<file path="config.mk">
export PLATFORM = sky130hd
export DESIGN_NAME = sxc_front
export DESIGN_NICKNAME = d
export VERILOG_FILES = /design/src/design/sxc_pkg.sv /design/src/design/sxc_front.sv
export SDC_FILE = /design/constraint.sdc
export NUM_CORES = 1
export LEC_CHECK = 0
export BUFFER_PORTS_ARGS = -buffer_cell sky130_fd_sc_hd__buf_2
export CORE_UTILIZATION = 48
export CTS_CLUSTER_SIZE = 10
export DETAILED_ROUTE_END_ITERATION = 10
export GPL_TIMING_DRIVEN = 0
export PLACE_DENSITY = 0.79
export SETUP_SLACK_MARGIN = 0.2
export SLEW_MARGIN = 15
export SYNTH_ARGS = -nofsm -noshare
export SYNTH_HDL_FRONTEND = slang
export SYNTH_SLANG_ARGS = --single-unit
</file>
<file path="constraint.sdc">
create_clock -name clk -period 2 [get_ports clk]
set_input_delay 0.1 -clock clk [delete_from_list [all_inputs] [get_ports clk]]
set_output_delay 0.1 -clock clk [all_outputs]
set_load 0.01 [all_outputs]
</file>
<file path="src/design/sxc_pkg.sv">
`timescale 1ns / 1ps
// ----------------------------------------------------------------------------
// sxc_pkg
// Shared constants and types of the subarray xor counter: value and count
// widths, table depth, queue depth and the operation that goes from the
// front part to the back part.
// ----------------------------------------------------------------------------
package sxc_pkg;

	// widths of the item fields and of the configuration register
	localparam int ELEM_W   = 8;
	localparam int TARGET_W = 8;
	localparam int TOTAL_W  = 24;

	// value width that takes part in the xor, and the count table
	localparam int VALUE_BITS = 8;
	localparam int COUNT_W    = 13;
	localparam int TBL_DEPTH  = 1 << VALUE_BITS;

	// queue between front and back
	localparam int QDEPTH = 2;
	localparam int QPTR_W = $clog2(QDEPTH);
	localparam int QCNT_W = $clog2(QDEPTH + 1);

	typedef logic [VALUE_BITS-1:0] value_t;
	typedef logic [COUNT_W-1:0]    count_t;
	typedef logic [TOTAL_W-1:0]    total_t;

	// one classified item: lookup address, bump address, self hit, last mark
	typedef struct packed {
		value_t look_addr;
		value_t bump_addr;
		logic   self_hit;
		logic   last;
	} op_t;

endpackage

</file>
<file path="src/design/sxc_front.sv">
`timescale 1ns / 1ps
// ----------------------------------------------------------------------------
// sxc_front
// Accepts input items, folds each element into the running prefix xor and
// classifies it into a table operation for the back part. Holds the target
// register.
// ----------------------------------------------------------------------------
module sxc_front (
	input  logic                          clk,
	input  logic                          arst_n,
	input  logic                          cfg_we,
	input  logic [sxc_pkg::TARGET_W-1:0]  cfg_wdata,
	input  logic                          in_valid,
	output logic                          in_ready,
	input  logic [sxc_pkg::ELEM_W-1:0]    in_elem,
	input  logic                          in_last,
	output logic                          push,
	output sxc_pkg::op_t                  push_op,
	input  logic                          q_full
);
	import sxc_pkg::*;

	logic [TARGET_W-1:0] target_q;
	value_t              prefix_q;
	value_t              prefix_nxt;
	value_t              tgt;

	// target register
	always_ff @(posedge clk or negedge arst_n) begin
		if (!arst_n) begin
			target_q <= '0;
		end else if (cfg_we) begin
			target_q <= cfg_wdata;
		end
	end

	// classify the item
	assign tgt                = target_q[VALUE_BITS-1:0];
	assign prefix_nxt         = prefix_q ^ in_elem[VALUE_BITS-1:0];
	assign in_ready           = !q_full;
	assign push               = in_valid && in_ready;
	assign push_op.look_addr  = prefix_nxt ^ tgt;
	assign push_op.bump_addr  = prefix_nxt;
	assign push_op.self_hit   = (prefix_nxt == tgt);
	assign push_op.last       = in_last;

	// running prefix, cleared after the last item of an array
	always_ff @(posedge clk or negedge arst_n) begin
		if (!arst_n) begin
			prefix_q <= '0;
		end else if (push) begin
			prefix_q <= in_last ? '0 : prefix_nxt;
		end
	end

endmodule

</file>
# Word-level counts from Yosys, hierarchy flattened
# Cells that the tools add are included.
# word_totals
reg_bits	16
input_bits	22
out_inout_bits	20
word_cells	8
# classes
n_eq_ne	1
mux	1
bitwise	2
n_reduce_logical	2
# op_table
op	n
bitwise XOR 8 bit	2
== test 8 bit	1
two-way mux 8 bit	1
logical AND 1 bit	1
zero test 1 bit	1

# Longest topological paths before layout
# Gate-level depths: netlist of the first run.
# logic_depth
depth_word	2
depth_mapped	4
ltp_nobuf	3

# Least setup slack after synthesis of the first run
# No wires, ideal clock.
# synth_path
kind	register to output
start	register prefix_q[5]
end	output port push_op[1] (netlist name)
t_arrival_ps	1184
setup_slack_ps	716
stages_incl_launch_ff	4
n_path_buf	0
path_cell_list	dfrtp_1 > xor2_2 > xor2_1 > nor4_2
# synth_lines
element	line_no	text
from (decl)	sxc_front.sv:24	value_t prefix_q;
from (signal assigned)	sxc_front.sv:52	prefix_q <= in_last ? '0 : prefix_nxt;
to (decl)	sxc_front.sv:18	output sxc_pkg::op_t push_op,

==> impl_metrics.tcl, run 1 <==
set metrics [dict create \
    outcome "complete, no violations" \
    post-route-drc-count 0 \
    grt_antenna_before_repair 0 \
    row_count 15 \
    via_count 645 \
    mostFrequentLayoutCell "buf_2" \
    r2r-end "prefix_q[0]" \
    number_of_setup_violations_in_the_final_report 0 \
    unrepaired_setup_endpoints_after_global_routing "no" \
    placed_cells 129 \
    grt_max_degree 17 \
    reg2reg_setup_slack_ps 1080 \
    worst-path-max-fanout 3 \
    period_needed_ps 1620 \
    route.detailed.vias_per_inst 4.81 \
    layout.nets 132 \
    commonest_non_fill_non_tap_cells_in_the_layout "42 x buf_2, 16 x dfrtp_1" \
    seq_total_area_yosys_pct 45.0 \
    post-cts-setup-buffers 0 \
    instances_no_fill 134 \
    ctsRootBufferMaster "clkbuf_4" \
    maxSlewHeadroom_pct 77.4 \
    synth_fp_nets 86 \
    fmax_mhz 616 \
    whs_endpoint "target_q[0]" \
    fin_setup_tns_ps 0 \
    finalHoldViolCount 0 \
    cts_buffers 3 \
    cts_max_level 1 \
    yosysUniqueCellTypes 15 \
    fill_cells 153 \
    post_synth_inst_count 64 \
    post-synth-top-area-fraction_pct 45.0 \
    worst-endpoint-required_ps 1900 \
    cts_tree "done" \
    num_io_pins 42 \
    critical_path_at_ps 1520 \
    r2r_cells 2 \
    fp.dieW_um 45.1 \
    clk_latency_ps 280 \
    yosys_warning_total 0 \
    initial_util_pct 51.5 \
    grt_ovf 0 \
    core_region_area_sq_mm 0.00173 \
    timing.hold.worst_path_depth 2 \
    detail-route-antenna-nets 0 \
    worst_vdd_ir_uv 549 \
    cts_sinks 16 \
    cellPowerDensity_mw_per_mm2 836 \
    floorplan.die_area_sq_mm 0.00203 \
    place_congestion 0.696 \
    period_share_pct 81.2 \
    syn_area_sq_um 890 \
    wirelength_mm 1.58 \
    detailedRoute.firstIterationViolations 7 \
    synth_seq_cells 16 \
    worst_r2r_startpoint "prefix_q[0]" \
    final-max-slew-violation-count 0 \
    cellLeakagePower_uw 0.000634 \
    port_buffers 40 \
    transition_time_of_the_tightest_slew_check_pin_ps 340 \
    count_of_antenna_diodes_in_the_layout 0 \
    endpoint_kind "primary output" \
    post-dp-hpwl_mm 1.28 \
    hold_path.class "in -> reg" \
    number_of_global_route_vias_before_repair 543 \
    yosys-top-cells-area "dfrtp_1 45%, mux2_2 10%, xnor3_2 8.0%, a22o_1 7.9%, xor2_1 7.9%" \
    fin_skew_ps 0 \
    postSynthAreaPerCell_sq_um 13.9 \
    cts.path.max_buffers 2 \
    path_clk_slew_ps 90 \
    holdCritStartpoint "cfg_wdata[0]" \
    track_usage_pct 17.1 \
    drtPass1Iterations 4 \
    routed_wire_length_per_instance_um 11.8 \
    area.growth.synth_to_final_pct 31.2 \
    maxCapViolations 0 \
    cell_type_with_the_highest_aggregate_area_in_the_netlist "dfrtp_1" \
    dieHeight_um 45.1 \
    worstSetupPathType "reg -> out" \
    grt_first_pass_wirelength_mm 2.32 \
    post_route_cells_drive_above_1_share_pct 56.9 \
    crit_path_start_kind "register" \
]
repair_timing:
item	4_1_cts	5_1_grt
gates resized for setup	0	0
endpoints found under the hold margin	16	0
hold buffers	1	0
final cells by class:
class,count,area (sq um),share of cell area [%]
Timing Repair Buffer,41,210,18.0
Sequential cell,16,400,34.3
Multi-Input combinational cell,37,442,37.8
Tap cell,25,31.3,2.68
Clock buffer,4,36.3,3.11
Inverter,8,30.0,2.57
Buffer,3,17.5,1.50
synth_stat cells, drive strengths merged:
cell    count
nand4       1
dfrtp      16
xnor3       6
nand2       1
nor2        1
nor4        1
nand2b      1
a22o        8
inv         8
xor2       10
buf         3
mux2        8
metal layers:
layer / vias up / track usage, % / part of all wire, %
li1: 308 / - / -
met1: 314 / 21.1 / 42
met2: 21 / 26.4 / 53
met3: 2 / 6.00 / 4.4
met4: 0 / 9.09 / 0.89
met5: - / 0 / 0
worst max path at each step:
stage                       endpoint   startpoint  cells past startpoint
after global placement    push_op[1]  prefix_q[6]                      4
after global routing      push_op[1]  prefix_q[1]                      4
final                     push_op[1]  prefix_q[1]                      4
after CTS                 push_op[1]  prefix_q[1]                      4
after detailed placement  push_op[1]  prefix_q[1]                      4
after floorplan           push_op[1]  prefix_q[5]                      3
logic make-up after synthesis:
| kind of cell | share of synthesized area (%) |
|---|---|
| XOR/XNOR | 27.1 |
| buffers and inverters | 5.35 |
| multiplexers | 10.1 |
| AND/OR/NAND/NOR | 4.50 |
| AO/OA/AOI/OAI | 7.88 |
| flip-flops | 45.0 |
power by group:
group          switching (uW)  leakage [uW]  internal (uW)
Sequential               40.7      0.000198            365
Combinational             168      0.000415            194
Clock                    98.5     0.0000210            111
Total                     307      0.000634            669
worst max-delay path, stage by stage (launching register included):
cell	delay (ps)
dfrtp_1	430
xnor3_2	320
nand4_1	110
nor4_2	220
buf_2	170
state kept, by name, summed over array words and instances (netlist names):
| register | cells |
|---|---|
| prefix_q | 8 |
| target_q | 8 |
per-stage QoR:
step	setup slack [ps]	utilization (%)	total power, uW	hold WS (ps)	area [sq um]
after global routing	246	67.6	1040	20.2	1170
final	376	67.6	976	45.4	1170
after floorplan	716	-	637	-196	890
after detailed placement	663	64.9	775	22.3	1120
after CTS	338	67.6	990	33.9	1170
after global placement	669	64.9	762	19.7	1120
Power figures use the tool's default switching activity.
==> inputs of run 2 (changes only) <==
- CORE_UTILIZATION: 48 -> 45
- PLACE_DENSITY: 0.79 -> 0.75
- clock period: 2 -> 1.5 ns (I/O delays scaled with it)
==> run 2 against run 1 <==
  * The flow now finishes with violations (negative setup slack)
  * Count of clock-buffer cells in the layout unchanged
  * Register-to-register slack worse by 720 ps
  * Utilization up 5.7 points
  * Setup slack worse by 430 ps
  * Critical endpoint unchanged
  * Largest cell class unchanged
  * Largest power group is now combinational logic
  * Highest routed layer unchanged
==> impl_metrics.tcl, run 2 (synthesis gave the netlist of run 1 again) <==
set metrics [dict create \
    worst-endpoint-required_ps 1420 \
    wirelength_mm 1.92 \
    cellPowerDensity_mw_per_mm2 1110 \
    power_uw 1450 \
    track_usage_pct 20.0 \
    grt_max_degree 17 \
    power_frac_comb_pct 43.1 \
    maxSlewHeadroom_pct 77.0 \
    initial_util_pct 49.9 \
    route.detailed.vias_per_inst 4.81 \
    switchingPower_uw 460 \
    commonest_non_fill_non_tap_cells_in_the_layout "39 x buf_2, 16 x dfrtp_1, 10 x buf_4" \
    fin_setup_tns_ps -56.1 \
    via_count 697 \
    crit_path_start_kind "register" \
    finalHoldViolCount 0 \
    fill_cells 120 \
    floorplan.die_area_sq_mm 0.00216 \
    critical_path_at_ps 1480 \
    num_io_pins 42 \
    post_route_cells_drive_above_1_share_pct 65.8 \
    busiest_layer "met2" \
    area.growth.synth_to_final_pct 46.8 \
    unrepaired_setup_endpoints_after_global_routing "yes" \
    dieHeight_um 46.5 \
    worst_vdd_ir_uv 700 \
    cts_max_level 1 \
    crit_chain "xor2_2 > xor2_1 > nor4_2 > buf_2" \
    final-max-slew-violation-count 0 \
    clk_latency_ps 280 \
    transition_time_of_the_tightest_slew_check_pin_ps 344 \
    cts_sinks 16 \
    violations_in_the_final_reports "negative setup slack" \
    grt_first_pass_wirelength_mm 2.85 \
    worst-path-max-fanout 2 \
    cellLeakagePower_uw 0.000708 \
    r2r-end "prefix_q[7]" \
    number_of_setup_violations_in_the_final_report 1 \
    core_region_area_sq_mm 0.00178 \
    share_clk_of_total_power_pct 19.8 \
    r2r_cells 4 \
    post-route-worst-setup-slack_ps -56.1 \
    post-route-drc-count 0 \
    ctsRootBufferMaster "clkbuf_4" \
    cp_slowest_stage_delay_ps 420 \
    cts.path.max_buffers 2 \
    row_count 15 \
    number_of_global_route_vias_before_repair 657 \
    period_share_pct 104 \
    fp.dieW_um 46.5 \
    crit_path_top_delay_cell "dfrtp_1" \
    fmax_mhz 643 \
    outcome "finished, violations left" \
    fin_skew_ps 0 \
    timing.hold.worst_path_depth 2 \
    grt_antenna_before_repair 0 \
    met2_usage_pct 32.2 \
    path_clk_slew_ps 100 \
    groute.layer.met3.usage_pct 2.35 \
    mostFrequentLayoutCell "buf_2" \
    net_sw_share_pct 31.8 \
    detailedRoute.firstIterationViolations 10 \
    cts_tree "done" \
    reg.largest.list "prefix_q (8), target_q (8)" \
    routed_wire_length_per_instance_um 13.3 \
    count_of_antenna_diodes_in_the_layout 0 \
    maxCapViolations 0 \
    reg2reg_setup_slack_ps 360 \
    period_needed_ps 1560 \
    worstSetupPathType "reg -> out" \
    whs_endpoint "target_q[7]" \
    worst_r2r_startpoint "prefix_q[7]" \
    port_buffers 40 \
    holdCritStartpoint "cfg_wdata[7]" \
    endpoint_kind "primary output" \
    p_int_uw 987 \
    share_seq_of_total_power_pct 37.1 \
    drtPass1Iterations 4 \
    global_route.usage.met1_pct 24.7 \
    post-dp-hpwl_mm 1.32 \
    hold_path.class "in -> reg" \
    detail-route-antenna-nets 0 \
    grt_ovf 0 \
    layout.nets 143 \
    cts_buffers 3 \
    place_congestion 0.695 \
]
## run 2: how the worst max path moves through the flow
| stage | end | from | cells past startpoint |
|---|---|---|---|
| finish | push_op[1] | prefix_q[2] | 4 |
| global route | push_op[1] | prefix_q[6] | 4 |
| CTS | push_op[1] | target_q[6] | 4 |
| detailed placement | push_op[1] | prefix_q[6] | 4 |
| global placement | push_op[1] | prefix_q[6] | 4 |
| floorplan | push_op[1] | prefix_q[5] | 3 |
## run 2: critical path: cells and delay by family (launching register included)
family / cells / cell delay, ps
flops: 1 / 420
xor+xnor: 2 / 360
simple gates: 1 / 240
buf+inv: 1 / 170
## run 2: final cells by class
class / count / area [sq um] / area share, %
multi-input combinational: 37 / 472 / 36.1
sequential: 16 / 400 / 30.7
timing repair buffer: 52 / 319 / 24.4
clock buffer: 4 / 36.3 / 2.78
tap: 25 / 31.3 / 2.39
inverter: 8 / 30.0 / 2.30
buffer: 3 / 17.5 / 1.34
## run 2: per-stage QoR
stage | instances | hold WS [ps] | worst slack [ps] | area (sq um) | utilization, %
2_1_floorplan | 64 | -221 | 241 | 890 | -
3_3_place_gp | 129 | -1.51 | 191 | 1120 | 62.9
3_5_place_dp | 129 | 6.46 | 157 | 1120 | 62.9
4_1_cts | 142 | 2.52 | -68.2 | 1230 | 69.2
5_1_grt | 145 | 5.43 | -153 | 1310 | 73.3
6_report | 145 | 10.7 | -56.1 | 1310 | 73.3
## run 2: layer usage
metal	part of all wire, %	vias to the layer above
met5	0	-
met4	1.9	0
met3	3.7	4
met2	52	28
met1	42	333
li1	-	332
## run 2: power groups by stage
| stage | Sequential, uW | Clock (uW) | Combinational, uW |
|---|---|---|---|
| floorplan | 537 | 0 | 312 |
| CTS | 534 | 296 | 557 |
| finish | 536 | 286 | 624 |
| global route | 541 | 316 | 683 |
| detailed placement | 551 | 0 | 484 |
| global placement | 546 | 0 | 472 |
## run 2: what timing repair did
action	4_1_cts	5_1_grt
hold buffers	1	0
buffers inserted	8	3
endpoints found under the hold margin	16	0
pin swaps	6	5
resized for setup	2	9
setup endpoints to repair	9	13
