File: config.mk
export PLATFORM = sky130hd
export DESIGN_NAME = sxc_queue
export DESIGN_NICKNAME = d
export VERILOG_FILES = /design/src/design/sxc_pkg.sv /design/src/design/sxc_queue.sv
export SDC_FILE = /design/constraint.sdc
export NUM_CORES = 1
export LEC_CHECK = 0
export ABC_CLOCK_PERIOD_IN_PS = 4700
export BUFFER_PORTS_ARGS = -buffer_cell sky130_fd_sc_hd__buf_2
export CORE_MARGIN = 10
export CORE_UTILIZATION = 54
export CTS_CLUSTER_DIAMETER = 60
export DETAILED_ROUTE_END_ITERATION = 10
export GPL_TIMING_DRIVEN = 0
export PLACE_DENSITY = 0.86
export SETUP_SLACK_MARGIN = 0.2
export SKIP_CTS_REPAIR_TIMING = 1
export SLEW_MARGIN = 20
export SYNTH_ARGS = -nofsm -noshare
export SYNTH_HDL_FRONTEND = slang
export SYNTH_SLANG_ARGS = --single-unit
File: constraint.sdc
create_clock -name clk -period 4.7 [get_ports clk]
set_clock_uncertainty 0.1 [all_clocks]
set_input_delay 0.47 -clock clk [delete_from_list [all_inputs] [get_ports clk]]
set_output_delay 0.47 -clock clk [all_outputs]
set_load 0.1 [all_outputs]
File: src/design/sxc_pkg.sv
`timescale 1ns / 1ps
// ----------------------------------------------------------------------------
// sxc_pkg
// Shared constants and types of the subarray xor counter: value and count
// widths, table depth, queue depth and the operation that goes from the
// front part to the back part.
// ----------------------------------------------------------------------------
package sxc_pkg;

	// widths of the item fields and of the configuration register
	localparam int ELEM_W   = 8;
	localparam int TARGET_W = 8;
	localparam int TOTAL_W  = 24;

	// value width that takes part in the xor, and the count table
	localparam int VALUE_BITS = 8;
	localparam int COUNT_W    = 13;
	localparam int TBL_DEPTH  = 1 << VALUE_BITS;

	// queue between front and back
	localparam int QDEPTH = 2;
	localparam int QPTR_W = $clog2(QDEPTH);
	localparam int QCNT_W = $clog2(QDEPTH + 1);

	typedef logic [VALUE_BITS-1:0] value_t;
	typedef logic [COUNT_W-1:0]    count_t;
	typedef logic [TOTAL_W-1:0]    total_t;

	// one classified item: lookup address, bump address, self hit, last mark
	typedef struct packed {
		value_t look_addr;
		value_t bump_addr;
		logic   self_hit;
		logic   last;
	} op_t;

endpackage

File: src/design/sxc_queue.sv
`timescale 1ns / 1ps
// ----------------------------------------------------------------------------
// sxc_queue
// Short register queue of classified operations between front and back.
// ----------------------------------------------------------------------------
module sxc_queue (
	input  logic         clk,
	input  logic         arst_n,
	input  logic         push,
	input  sxc_pkg::op_t push_op,
	output logic         full,
	output logic         not_empty,
	input  logic         pop,
	output sxc_pkg::op_t head_op
);
	import sxc_pkg::*;

	op_t               ent_q [QDEPTH];
	logic [QPTR_W-1:0] wr_ptr_q;
	logic [QPTR_W-1:0] rd_ptr_q;
	logic [QCNT_W-1:0] cnt_q;

	assign full      = (cnt_q == QCNT_W'(QDEPTH));
	assign not_empty = (cnt_q != '0);
	assign head_op   = ent_q[rd_ptr_q];

	// entry storage
	always_ff @(posedge clk) begin
		if (push) begin
			ent_q[wr_ptr_q] <= push_op;
		end
	end

	// pointers and fill count
	always_ff @(posedge clk or negedge arst_n) begin
		if (!arst_n) begin
			wr_ptr_q <= '0;
			rd_ptr_q <= '0;
			cnt_q    <= '0;
		end else begin
			if (push) begin
				wr_ptr_q <= wr_ptr_q + 1'b1;
			end
			if (pop) begin
				rd_ptr_q <= rd_ptr_q + 1'b1;
			end
			if (push && !pop) begin
				cnt_q <= cnt_q + 1'b1;
			end else if (pop && !push) begin
				cnt_q <= cnt_q - 1'b1;
			end
		end
	end

endmodule

; ---- Word level (Yosys, flattened, before mapping)
; Memories as Yosys holds them, arrays and structs flattened.
; Cells that the tools add are included.
[op_classes]
add_sub_neg = 4
muxes = 4
n_eq_ne = 1
n_reduce_logical = 6
[ops]
columns = cell, n
row1 = 2-bit two-way mux, 2
row2 = 2-bit nonzero test, 2
row3 = 1-bit adder (second input constant), 2
row4 = 2-bit by 1-bit adder with 2-bit output (second input constant), 1
row5 = 2-bit == test (second input constant), 1
row6 = 1-bit logical AND, 2
row7 = 1-bit zero test, 2
row8 = 1-bit two-way mux, 2
row9 = 2-bit by 1-bit subtractor with 2-bit output (second input constant), 1
[word_totals]
word_cells = 19
mem_count = 1
reg_bits = 4
out_inout_bits = 20
ramBits = 36
input_bits = 22
[memory_table]
columns = memory, depth, word_bits, read_ports, rd_ports_with_merged_regs, write_ports, line
row1 = ent_q, 2, 18, 1, 0, 1, sxc_queue.sv:18  ; op_t ent_q [QDEPTH];

; ---- Logic depth before layout (Yosys ltp)
; Gate-level depths: netlist of run 1.
[logic_depth]
ltp_word = 4
ltp_mapped = 5
ltp_nobuf = 5

; ---- Least setup slack after synthesis of run 1
; No wires, ideal clock.
[synth_path]
path_kind = register to output
startpoint = reg cnt_q[0]
endpoint = out full
path_stages_with_launch = 2
slack_ns = 2.381
t_required_ns = 4.130
n_path_buf = 0
arrival_time_ns = 1.749
cell_sequence = dfrtp_1 > nor2b_1
[synth_between]
elab_chain_len = 1
[synth_lines]
columns = element, line
row1 = from (decl), sxc_queue.sv:21  ; logic [QCNT_W-1:0] cnt_q;
row2 = from (signal assigned), sxc_queue.sv:48  ; cnt_q <= cnt_q + 1'b1;
row3 = from (signal assigned), sxc_queue.sv:50  ; cnt_q <= cnt_q - 1'b1;
row4 = 2-bit == test, sxc_queue.sv:23  ; assign full = (cnt_q == QCNT_W'(QDEPTH));
row5 = to (decl), sxc_queue.sv:11  ; output logic full,
; Every way passes these cells.

==> results of run 1 <==
[cell type report]
type	count	area [um^2]	area share
clock buffer	7	45.0	0.0242
clock inverter	1	3.75	0.00202
buffer	2	31.3	0.0168
timing repair buffer	43	230	0.124
inverter	1	3.75	0.00202
multi-input combinational	29	324	0.174
sequential	40	1180	0.636
tap	31	38.8	0.0209
[synthesized netlist by cell type]
cell,count,area (um^2)
dfrtp_1,4,100
nor2_1,1,3.75
ha_1,1,12.5
xor2_1,4,35.0
edfxtp_1,36,1080
nor2b_1,2,12.5
buf_6,1,11.3
or2_2,1,6.26
inv_1,1,3.75
and2_1,1,6.26
mux2_2,9,101
buf_12,1,20.0
mux2_4,9,135
xnor2_1,1,8.76
[worst max path at each step]
stage                   to  slack, ns      from  depth (start not counted)
6_report        head_op[1]       2.50  rd_ptr_q                          4
5_1_grt        head_op[13]       2.43  rd_ptr_q                          4
4_1_cts        head_op[11]       2.47  rd_ptr_q                          4
3_5_place_dp   head_op[11]       2.85  rd_ptr_q                          4
3_3_place_gp   ent_q[0][5]       2.37      push                          2
2_1_floorplan         full       2.38  cnt_q[0]                          1
[flip-flops by register name, summed over array words and instances, names as in the netlist]
register	flops
ent_q	36
cnt_q	2
rd_ptr_q	1
wr_ptr_q	1
[layout by cell type (no fill, tap or decap)]
cell            n
nor2b_1         1
buf_8           1
ha_1            1
clkbuf_4        5
mux2_4          9
nor2b_2         1
and2_1          1
clkbuf_1        2
dlygate4sd3_1   1
buf_6           1
xnor2_1         1
clkinv_1        1
edfxtp_1       36
xor2_1          4
inv_1           1
dfrtp_1         4
or2_2           1
buf_12          1
nor2_1          1
buf_2          41
mux2_2          9
[through the flow]
stage	hold WS, ns	setup slack, ns	utilization
floorplan	0.0744	2.38	-
global placement	0.175	2.37	0.652
detailed placement	0.180	2.85	0.658
CTS	-0.204	2.47	0.676
global route	0.193	2.43	0.680
finish	0.211	2.50	0.680
[routing by layer]
metal	part of all wire	vias to the layer above	global-route usage	routed length, um
li1	-	372	-	-
met3	0.087	5	0.0552	233
met1	0.38	362	0.113	1020
met2	0.51	24	0.163	1380
met5	0	-	0	0
met4	0.018	0	0.0497	49
[worst max-delay path: stages (launching register included)]
cell and delay, ns:
dfrtp_1 0.38, buf_6 0.15, buf_12 0.15, mux2_4 0.19, buf_2 0.42
[kinds of logic (layout without fill, tap and decap cells)]
logic type / Yosys count / after routing
simple gates: 5 / 5
fa+ha+maj: 1 / 1
flops: 40 / 40
buf+inv: 3 / 54
xor+xnor: 5 / 5
mux: 18 / 18
==> summary.log, run 1 <==
qor: global_routing.antenna_found_initial 0
qor: job.max_cap_violations 0
qor: finish.post_layout_nonfiller_instances 154
qor: finish.number_of_inserted_filler_cells_in_the_final_layout 195
qor: logic_synthesis.mappedNetlistNets 95
qor: floorplanning.total_die_area 5380 um^2
qor: clock_tree.cts_htree_levels 2
qor: detailed_routing.drt_first_iter_violations 74
qor: finish.antenna_cells 0
qor: hold_path.startpoint_of_the_worst_hold_path push_op[1]
qor: clock_tree.cts_num_sinks 40
qor: logic_synthesis.netlist_area 1540 um^2
qor: clock_tree.insertion_delay 0.33 ns
qor: detailed_routing.route.final.wire_length 2.69 mm
qor: clock_tree.cts_inserted_buffers 5
qor: setup_path.worstPathRequired 4.13 ns
qor: finish.finalNetCount 145
qor: finish.finish.instance_area 1860 um^2
qor: logic_synthesis.yosys.area_share.xor_xnor 0.0285
qor: placed_design.gp_congestion 0.685
qor: placed_design.dp_cells 145
qor: detailed_routing.dr_total_vias 763
qor: sta.grt_setup_unrepaired false
qor: sta.final_min_period_over_clock_period 0.468
qor: global_routing.grt_remaining_overflow 0
qor: floorplanning.floorplan.die.width 73.4 um
qor: sta.setup-tns-final 0 ns
qor: setup_path.worst-setup-path-type flop to output port
qor: setup_path.crit_path_max_fanout 10
qor: hold_path.hold-path-cell-count 1
qor: setup_path.timing.rr.start wr_ptr_q
qor: outcome.run_status finished clean
qor: global_routing.grt_pass1_wl 4.15 mm
qor: setup_path.reg2regPathDepth 1
qor: floorplanning.design.core.area 2730 um^2
qor: floorplanning.fp-row-count 19
qor: logic_synthesis.avgSynthCellArea 21.4 um^2
qor: placed_design.buffer_ports.inserted 41
qor: hold_path.whs_endpoint ent_q[1][1]
qor: floorplanning.effective_utilization_at_floorplan 0.562
qor: clock_tree.cts-root-to-sink-buffers 2
qor: detailed_routing.via_per_inst 4.95
qor: sta.timing.slew.headroom 0.461
qor: sta.finalHoldViolCount 0
qor: finish.synthToLayoutAreaGrowth 20.8%
qor: detailed_routing.first_pass_iters 2
qor: detailed_routing.post_drt_wl_per_cell 17.5 um
qor: setup_path.critPathCaptureType output port
qor: logic_synthesis.yosysSeqAreaShare 0.768
qor: clock_tree.ctsRootBufferMaster clkbuf_4
qor: logic_synthesis.simple_gate_share_of_the_synthesized_area 0.0187
qor: finish.post_route_cells_drive_above_1_share 0.561
qor: clock_tree.tritoncts_clock_tree built
qor: sta.fmax 455 MHz
qor: setup_path.cp-start-kind flop
qor: logic_synthesis.synth.distinct_cells 14
qor: logic_synthesis.synth_compound_area_frac 0
qor: clock_tree.worst_setup_hold_path_clk_slew 0.11 ns
qor: logic_synthesis.synthAdderAreaFrac 0.00814
qor: floorplanning.top_level_ports 42
qor: sta.timing.final.crit_period 2.20 ns
qor: floorplanning.die_h 73.4 um
qor: detailed_routing.ant_nets 0
qor: setup_path.reg2reg_slack 3.16 ns
qor: global_routing.globalRouteTotalUtil 0.104
qor: detailed_routing.drt_drc_violations_left 0
qor: logic_synthesis.syn-instance-count 72
qor: global_routing.grt_max_degree 19
qor: logic_synthesis.ys_seq_elements 40
qor: sta.worst_slew_pin_slew 0.809 ns
qor: sta.slew_violations 0
qor: placed_design.placed_cell_area 1800 um^2
qor: logic_synthesis.synth-warning-count 0
qor: hold_path.timing.hold.worst.class input pin to flop
qor: setup_path.cp.arrival 1.63 ns
qor: logic_synthesis.yosys-mux-area-fraction 0.154
qor: sta.timing.final.setup_violations 0
qor: logic_synthesis.dominant_combinational_cell_family_by_area_after_synthesis multiplexers
qor: setup_path.reg2reg_to ent_q[1][11]
qor: placed_design.place.detailed.hpwl 1.98 mm
qor: global_routing.grt_pass1_vias 852
Power of run 1 is not shown: default switching activity piles up to over one toggle a cycle in this logic, so the estimate is an artifact.
==> run 2, diff against run 1 <==
--- a/config.mk
+++ b/config.mk
@@ -5,14 +5,15 @@
 export SDC_FILE = /design/constraint.sdc
 export NUM_CORES = 1
 export LEC_CHECK = 0
-export ABC_CLOCK_PERIOD_IN_PS = 4700
+export ABC_AREA = 1
+export ABC_CLOCK_PERIOD_IN_PS = 2300
 export BUFFER_PORTS_ARGS = -buffer_cell sky130_fd_sc_hd__buf_2
 export CORE_MARGIN = 10
-export CORE_UTILIZATION = 54
+export CORE_UTILIZATION = 51
 export CTS_CLUSTER_DIAMETER = 60
 export DETAILED_ROUTE_END_ITERATION = 10
 export GPL_TIMING_DRIVEN = 0
-export PLACE_DENSITY = 0.86
+export PLACE_DENSITY = 0.82
 export SETUP_SLACK_MARGIN = 0.2
 export SKIP_CTS_REPAIR_TIMING = 1
 export SLEW_MARGIN = 20
==> constraint.sdc (replaced) <==
create_clock -name clk -period 2.3 [get_ports clk]
set_clock_uncertainty 0.1 [all_clocks]
set_input_delay 0.23 -clock clk [delete_from_list [all_inputs] [get_ports clk]]
set_output_delay 0.23 -clock clk [all_outputs]
set_load 0.1 [all_outputs]
==> run 2 against run 1 <==
Effect of this change: sequential share of layout area is 6.8 points lower; worst setup slack got worse by 2.2 ns; critical path type unchanged; register-to-register slack lost 2.3 ns; first-iteration DRC count is 45% lower; critical path depth unchanged; utilization up 5.6 points; wire length up 13%; non-clock buffer count is 20 higher; cell count is 19% higher; critical endpoint is now head_op[6]; global-route usage is 0.35 points higher; clock-buffer cell count is 1 higher; via count up 15%.
==> summary.log, run 2 <==
qor: detailed_routing.drt_drc_violations_left 0
qor: setup_path.timing.critical_path.max_delay_family buffers and inverters
qor: setup_path.worst_stage_delay_on_the_critical_path 0.42 ns
qor: logic_synthesis.yosysSeqAreaShare 0.759
qor: finish.largest_register ent_q
qor: sta.final_min_period_over_clock_period 0.857
qor: logic_synthesis.ys_seq_elements 40
qor: clock_tree.worst_setup_hold_path_clk_slew 0.11 ns
qor: placed_design.place.detailed.hpwl 2.15 mm
qor: setup_path.cp.arrival 1.64 ns
qor: sta.slew_violations 0
qor: logic_synthesis.synth.distinct_cells 14
qor: setup_path.cp-start-kind flop
qor: detailed_routing.first_pass_iters 3
qor: global_routing.grt_pass1_vias 884
qor: sta.worst_slew_pin_slew 0.708 ns
qor: logic_synthesis.synth-warning-count 0
qor: floorplanning.effective_utilization_at_floorplan 0.550
qor: finish.leading_cell_type_in_the_layout_fill_and_taps_excluded buf_2
qor: setup_path.worst-setup-path-type flop to output port
qor: job.max_cap_violations 0
qor: clock_tree.tritoncts_clock_tree built
qor: global_routing.grt_pass1_wl 4.33 mm
qor: detailed_routing.post_drt_wl_per_cell 16.6 um
qor: finish.largest_register_ffs 36
qor: floorplanning.design.core.area 2830 um^2
qor: sta.grt_setup_unrepaired false
qor: finish.finalNetCount 174
qor: logic_synthesis.synth_enable_flop_cells 36
qor: sta.timing.slew.headroom 0.528
qor: logic_synthesis.ys_async_sr_fraction 0.100
qor: global_routing.grt_remaining_overflow 0
qor: setup_path.critical_path.cell_chain buf_6 -> buf_12 -> mux2_4 -> buf_2
qor: finish.reg_top3 ent_q x36, cnt_q x2
qor: finish.finish.instance_area 2080 um^2
qor: floorplanning.top_level_ports 42
qor: sta.finalHoldViolCount 0
qor: logic_synthesis.synthFlopType edfxtp_1
qor: setup_path.crit_path_max_fanout 10
qor: logic_synthesis.netlist_top_cells_count edfxtp_1, mux2_2, mux2_4
qor: sta.timing.final.crit_period 1.97 ns
qor: placed_design.place_ws 0.689 ns
qor: setup_path.cp_num_buf_inv 3
qor: finish.layout_common_cells buf_2, edfxtp_1, dlygate4sd3_1
qor: setup_path.worst_path_cell_with_the_longest_stage_delay buf_2
qor: clock_tree.cts_inserted_buffers 5
qor: floorplanning.total_die_area 5660 um^2
qor: setup_path.critPathCaptureType output port
qor: clock_tree.ctsRootBufferMaster clkbuf_4
qor: floorplanning.floorplan.die.width 75.2 um
qor: global_routing.globalRouteTotalUtil 0.108
qor: finish.antenna_cells 0
qor: logic_synthesis.mappedNetlistNets 104
qor: floorplanning.die_h 75.2 um
qor: setup_path.reg2reg_slack 0.84 ns
qor: clock_tree.cts-root-to-sink-buffers 2
qor: hold_path.timing.hold.worst.class input pin to asynchronous set/reset pin
qor: finish.post_route_cells_drive_above_1_share 0.454
qor: finish.final_core_util 0.736
qor: sta.worst_slack 0.328 ns
qor: detailed_routing.via_per_inst 4.81
qor: global_routing.antenna_found_initial 0
qor: logic_synthesis.leading_post_synthesis_cells_by_cell_area edfxtp_1, mux2_4, mux2_2, dfrtp_1, inv_1
qor: sta.fmax 507 MHz
qor: placed_design.placed_cell_area 1810 um^2
qor: clock_tree.cts_htree_levels 2
qor: clock_tree.cts_num_sinks 40
qor: sta.timing.final.setup_violations 0
qor: logic_synthesis.synth_top_area_share 0.695
qor: detailed_routing.drt_first_iter_violations 41
qor: detailed_routing.ant_nets 0
qor: detailed_routing.dr_total_vias 880
qor: outcome.run_status finished clean
qor: logic_synthesis.avgSynthCellArea 19.2 um^2
qor: placed_design.gp_congestion 0.738
qor: clock_tree.insertion_delay 0.34 ns
qor: logic_synthesis.yosysTopAreaCell edfxtp_1
qor: floorplanning.fp-row-count 19
qor: finish.number_of_inserted_filler_cells_in_the_final_layout 168
qor: setup_path.worstPathRequired 1.97 ns
qor: detailed_routing.route.final.wire_length 3.03 mm
qor: logic_synthesis.synth_most_common_cell edfxtp_1
qor: placed_design.buffer_ports.inserted 41
qor: finish.synthToLayoutAreaGrowth 33.9%
qor: logic_synthesis.syn-instance-count 81
qor: logic_synthesis.netlist_area 1560 um^2
qor: global_routing.grt_max_degree 19
qor: sta.setup-tns-final 0 ns
run 2: changes by cell type after synthesis, moves of 2 or more:
cell / delta
inv_1: +6
nor2b_1: -2
xor2_1: -2
nand2_1: +6
run 2: per-stage QoR:
stage | hold WS (ns) | instances
final | 0.115 | 183
after detailed placement | -0.0552 | 154
after global routing | 0.0962 | 183
after global placement | -0.0643 | 153
after floorplan | -0.166 | 81
after CTS | -0.443 | 162
run 2: worst paths after layout:
kind	startpoint	end	cells past startpoint
max in group asynchronous	arst_n	rd_ptr_q	2
hold / removal	arst_n	cnt_q[0]	2
min in group clk	cnt_q[1]	cnt_q[1]	2
hold reg to reg	cnt_q[1]	cnt_q[1]	2
setup reg to reg	wr_ptr_q	ent_q[0][17]	2
setup / recovery	rd_ptr_q	head_op[6]	4
run 2: area by class of cell:
| class | instances | area [um^2] | area share |
|---|---|---|---|
| plain buffers | 2 | 31.3 | 0.0150 |
| clock buffers | 8 | 58.8 | 0.0282 |
| inverters | 7 | 26.3 | 0.0126 |
| multi-input cells | 32 | 319 | 0.153 |
| flip-flops and latches | 40 | 1180 | 0.567 |
| well taps | 31 | 38.8 | 0.0186 |
| repair buffers | 63 | 427 | 0.205 |
run 2: logic make-up (layout without fill, tap and decap cells):
group	count (synthesis)	in the layout	share of synthesized area
mux	18	18	0.152
fa+ha+maj	1	1	0.00804
buf+inv	9	80	0.0370
flops	40	40	0.759
simple gates	10	10	0.0265
xor+xnor	3	3	0.0169
run 2: routing by layer:
layer  vias to the layer above  part of all wire  wire length (um)  global-route usage
li1                        437                 -                 -                   -
met1                       419              0.36              1080               0.100
met2                        19              0.57              1720               0.191
met3                         5             0.054               163              0.0486
met4                         0             0.022                66              0.0619
met5                         -                 0                 0                   0
Power of run 2 is left out for the same reason.
==> run 3, diff against run 2 <==
--- a/config.mk
+++ b/config.mk
@@ -5,15 +5,14 @@
 export SDC_FILE = /design/constraint.sdc
 export NUM_CORES = 1
 export LEC_CHECK = 0
-export ABC_AREA = 1
 export ABC_CLOCK_PERIOD_IN_PS = 2300
 export BUFFER_PORTS_ARGS = -buffer_cell sky130_fd_sc_hd__buf_2
 export CORE_MARGIN = 10
-export CORE_UTILIZATION = 51
+export CORE_UTILIZATION = 50
 export CTS_CLUSTER_DIAMETER = 60
 export DETAILED_ROUTE_END_ITERATION = 10
 export GPL_TIMING_DRIVEN = 0
-export PLACE_DENSITY = 0.82
+export PLACE_DENSITY = 0.81
 export SETUP_SLACK_MARGIN = 0.2
 export SKIP_CTS_REPAIR_TIMING = 1
 export SLEW_MARGIN = 20
==> run 3 against run 2 <==
Effect of this change: clock-buffer cell count fell by 1; worst hold slack got worse by 0.096 ns; sequential share of layout area up 0.97 points; wire length down 9.0%; critical path type unchanged.
==> summary.log, run 3 (synthesis results as in run 1) <==
qor: sta.timing.final.setup_violations 0
qor: placed_design.gp_congestion 0.676
qor: setup_path.cp.arrival 1.62 ns
qor: clock_tree.worst_setup_hold_path_clk_slew 0.10 ns
qor: floorplanning.die_h 75.5 um
qor: sta.final_min_period_over_clock_period 0.849
qor: setup_path.cp-start-kind flop
qor: finish.number_of_inserted_filler_cells_in_the_final_layout 208
qor: setup_path.worst-setup-path-type flop to output port
qor: clock_tree.insertion_delay 0.33 ns
qor: outcome.run_status finished clean
qor: finish.antenna_cells 0
qor: sta.timing.slew.headroom 0.457
qor: clock_tree.ctsRootBufferMaster clkbuf_4
qor: clock_tree.cts-root-to-sink-buffers 2
qor: floorplanning.design.core.area 3000 um^2
qor: detailed_routing.via_per_inst 4.70
qor: sta.finalHoldViolCount 0
qor: detailed_routing.first_pass_iters 4
qor: setup_path.crit_path_start rd_ptr_q
qor: clock_tree.cts_inserted_buffers 5
qor: finish.largest_register_ffs 36
qor: finish.post_route_cells_drive_above_1_share 0.486
qor: detailed_routing.route.final.wire_length 2.76 mm
qor: finish.largest_register ent_q
qor: hold_path.timing.hold.worst.class input pin to flop
qor: setup_path.critPathCaptureType output port
qor: clock_tree.tritoncts_clock_tree built
qor: sta.grt_setup_unrepaired false
qor: floorplanning.effective_utilization_at_floorplan 0.512
qor: sta.worst_slew_pin_slew 0.815 ns
qor: finish.synthToLayoutAreaGrowth 33.1%
qor: setup_path.reg2reg_slack 0.75 ns
qor: finish.layout_common_cells buf_2, edfxtp_1, dlygate4sd3_1
qor: global_routing.grt_pass1_wl 4.06 mm
qor: floorplanning.fp-row-count 20
qor: detailed_routing.ant_nets 0
qor: sta.slew_violations 0
qor: setup_path.worstPathRequired 1.97 ns
qor: sta.timing.final.crit_period 1.95 ns
qor: global_routing.grt_pass1_vias 818
qor: placed_design.buffer_ports.inserted 41
qor: finish.finalNetCount 164
qor: setup_path.worst_setup_path_endpoint head_op[6]
qor: global_routing.antenna_found_initial 0
qor: clock_tree.cts_htree_levels 2
qor: setup_path.reg2reg_to ent_q[1][5]
qor: detailed_routing.dr_total_vias 823
qor: floorplanning.total_die_area 5690 um^2
qor: setup_path.reg2regPathDepth 1
qor: job.max_cap_violations 0
qor: floorplanning.top_level_ports 42
qor: sta.fmax 512 MHz
qor: detailed_routing.post_drt_wl_per_cell 15.8 um
qor: finish.leading_cell_type_in_the_layout_fill_and_taps_excluded buf_2
qor: detailed_routing.drt_drc_violations_left 0
qor: placed_design.place.detailed.hpwl 1.89 mm
qor: detailed_routing.drt_first_iter_violations 27
qor: global_routing.grt_remaining_overflow 0
qor: clock_tree.cts_num_sinks 40
qor: sta.setup-tns-final 0 ns
qor: setup_path.crit_path_max_fanout 10
qor: finish.reg_top3 ent_q x36, cnt_q x2
qor: global_routing.globalRouteTotalUtil 0.0981
qor: global_routing.grt_max_degree 19
qor: setup_path.timing.rr.start wr_ptr_q
qor: floorplanning.floorplan.die.width 75.5 um
-- run 3: how the worst min path moves through the flow --
stage | startpoint | end | slack (ns) | cells past startpoint
global route | push | wr_ptr_q | 0.01 | 2
global placement | arst_n | cnt_q[1] | -0.07 | 1
finish | push | wr_ptr_q | 0.02 | 2
floorplan | arst_n | cnt_q[0] | -0.17 | 0
detailed placement | arst_n | cnt_q[0] | -0.06 | 1
CTS | arst_n | cnt_q[1] | -0.43 | 1
-- run 3: critical path: stages, from the launching register on --
cell and delay, ns:
dfrtp_1 0.38, buf_6 0.15, buf_12 0.15, mux2_4 0.19, buf_2 0.42
-- run 3: layer usage --
metal  GRT usage  vias up  wire length [um]
met5           0        -                 0
met4      0.0433        0                44
met3      0.0560        7               200
met2       0.160       19              1490
met1       0.101      387              1030
li1            -      410                 -
-- run 3: per-stage QoR --
stage / instance area [um^2] / hold WS [ns] / instances / setup slack (ns) / util
after floorplan: 1540 / -0.166 / 72 / 0.221 / -
after global placement: 1780 / -0.0652 / 146 / 0.204 / 0.594
after detailed placement: 1800 / -0.0600 / 147 / 0.703 / 0.599
after CTS: 1850 / -0.434 / 155 / 0.320 / 0.615
after global routing: 2050 / 0.0142 / 175 / 0.277 / 0.682
final: 2050 / 0.0189 / 175 / 0.348 / 0.682
-- run 3: cell type report --
type	count	area, um^2	share of cell area
flip-flops and latches	40	1180	0.577
multi-input cells	29	324	0.158
plain buffers	2	31.3	0.0153
clock inverters	1	3.75	0.00183
clock buffers	7	45.0	0.0220
well taps	33	41.3	0.0202
inverters	1	3.75	0.00183
repair buffers	62	417	0.204
Power of run 3 is left out for the same reason.
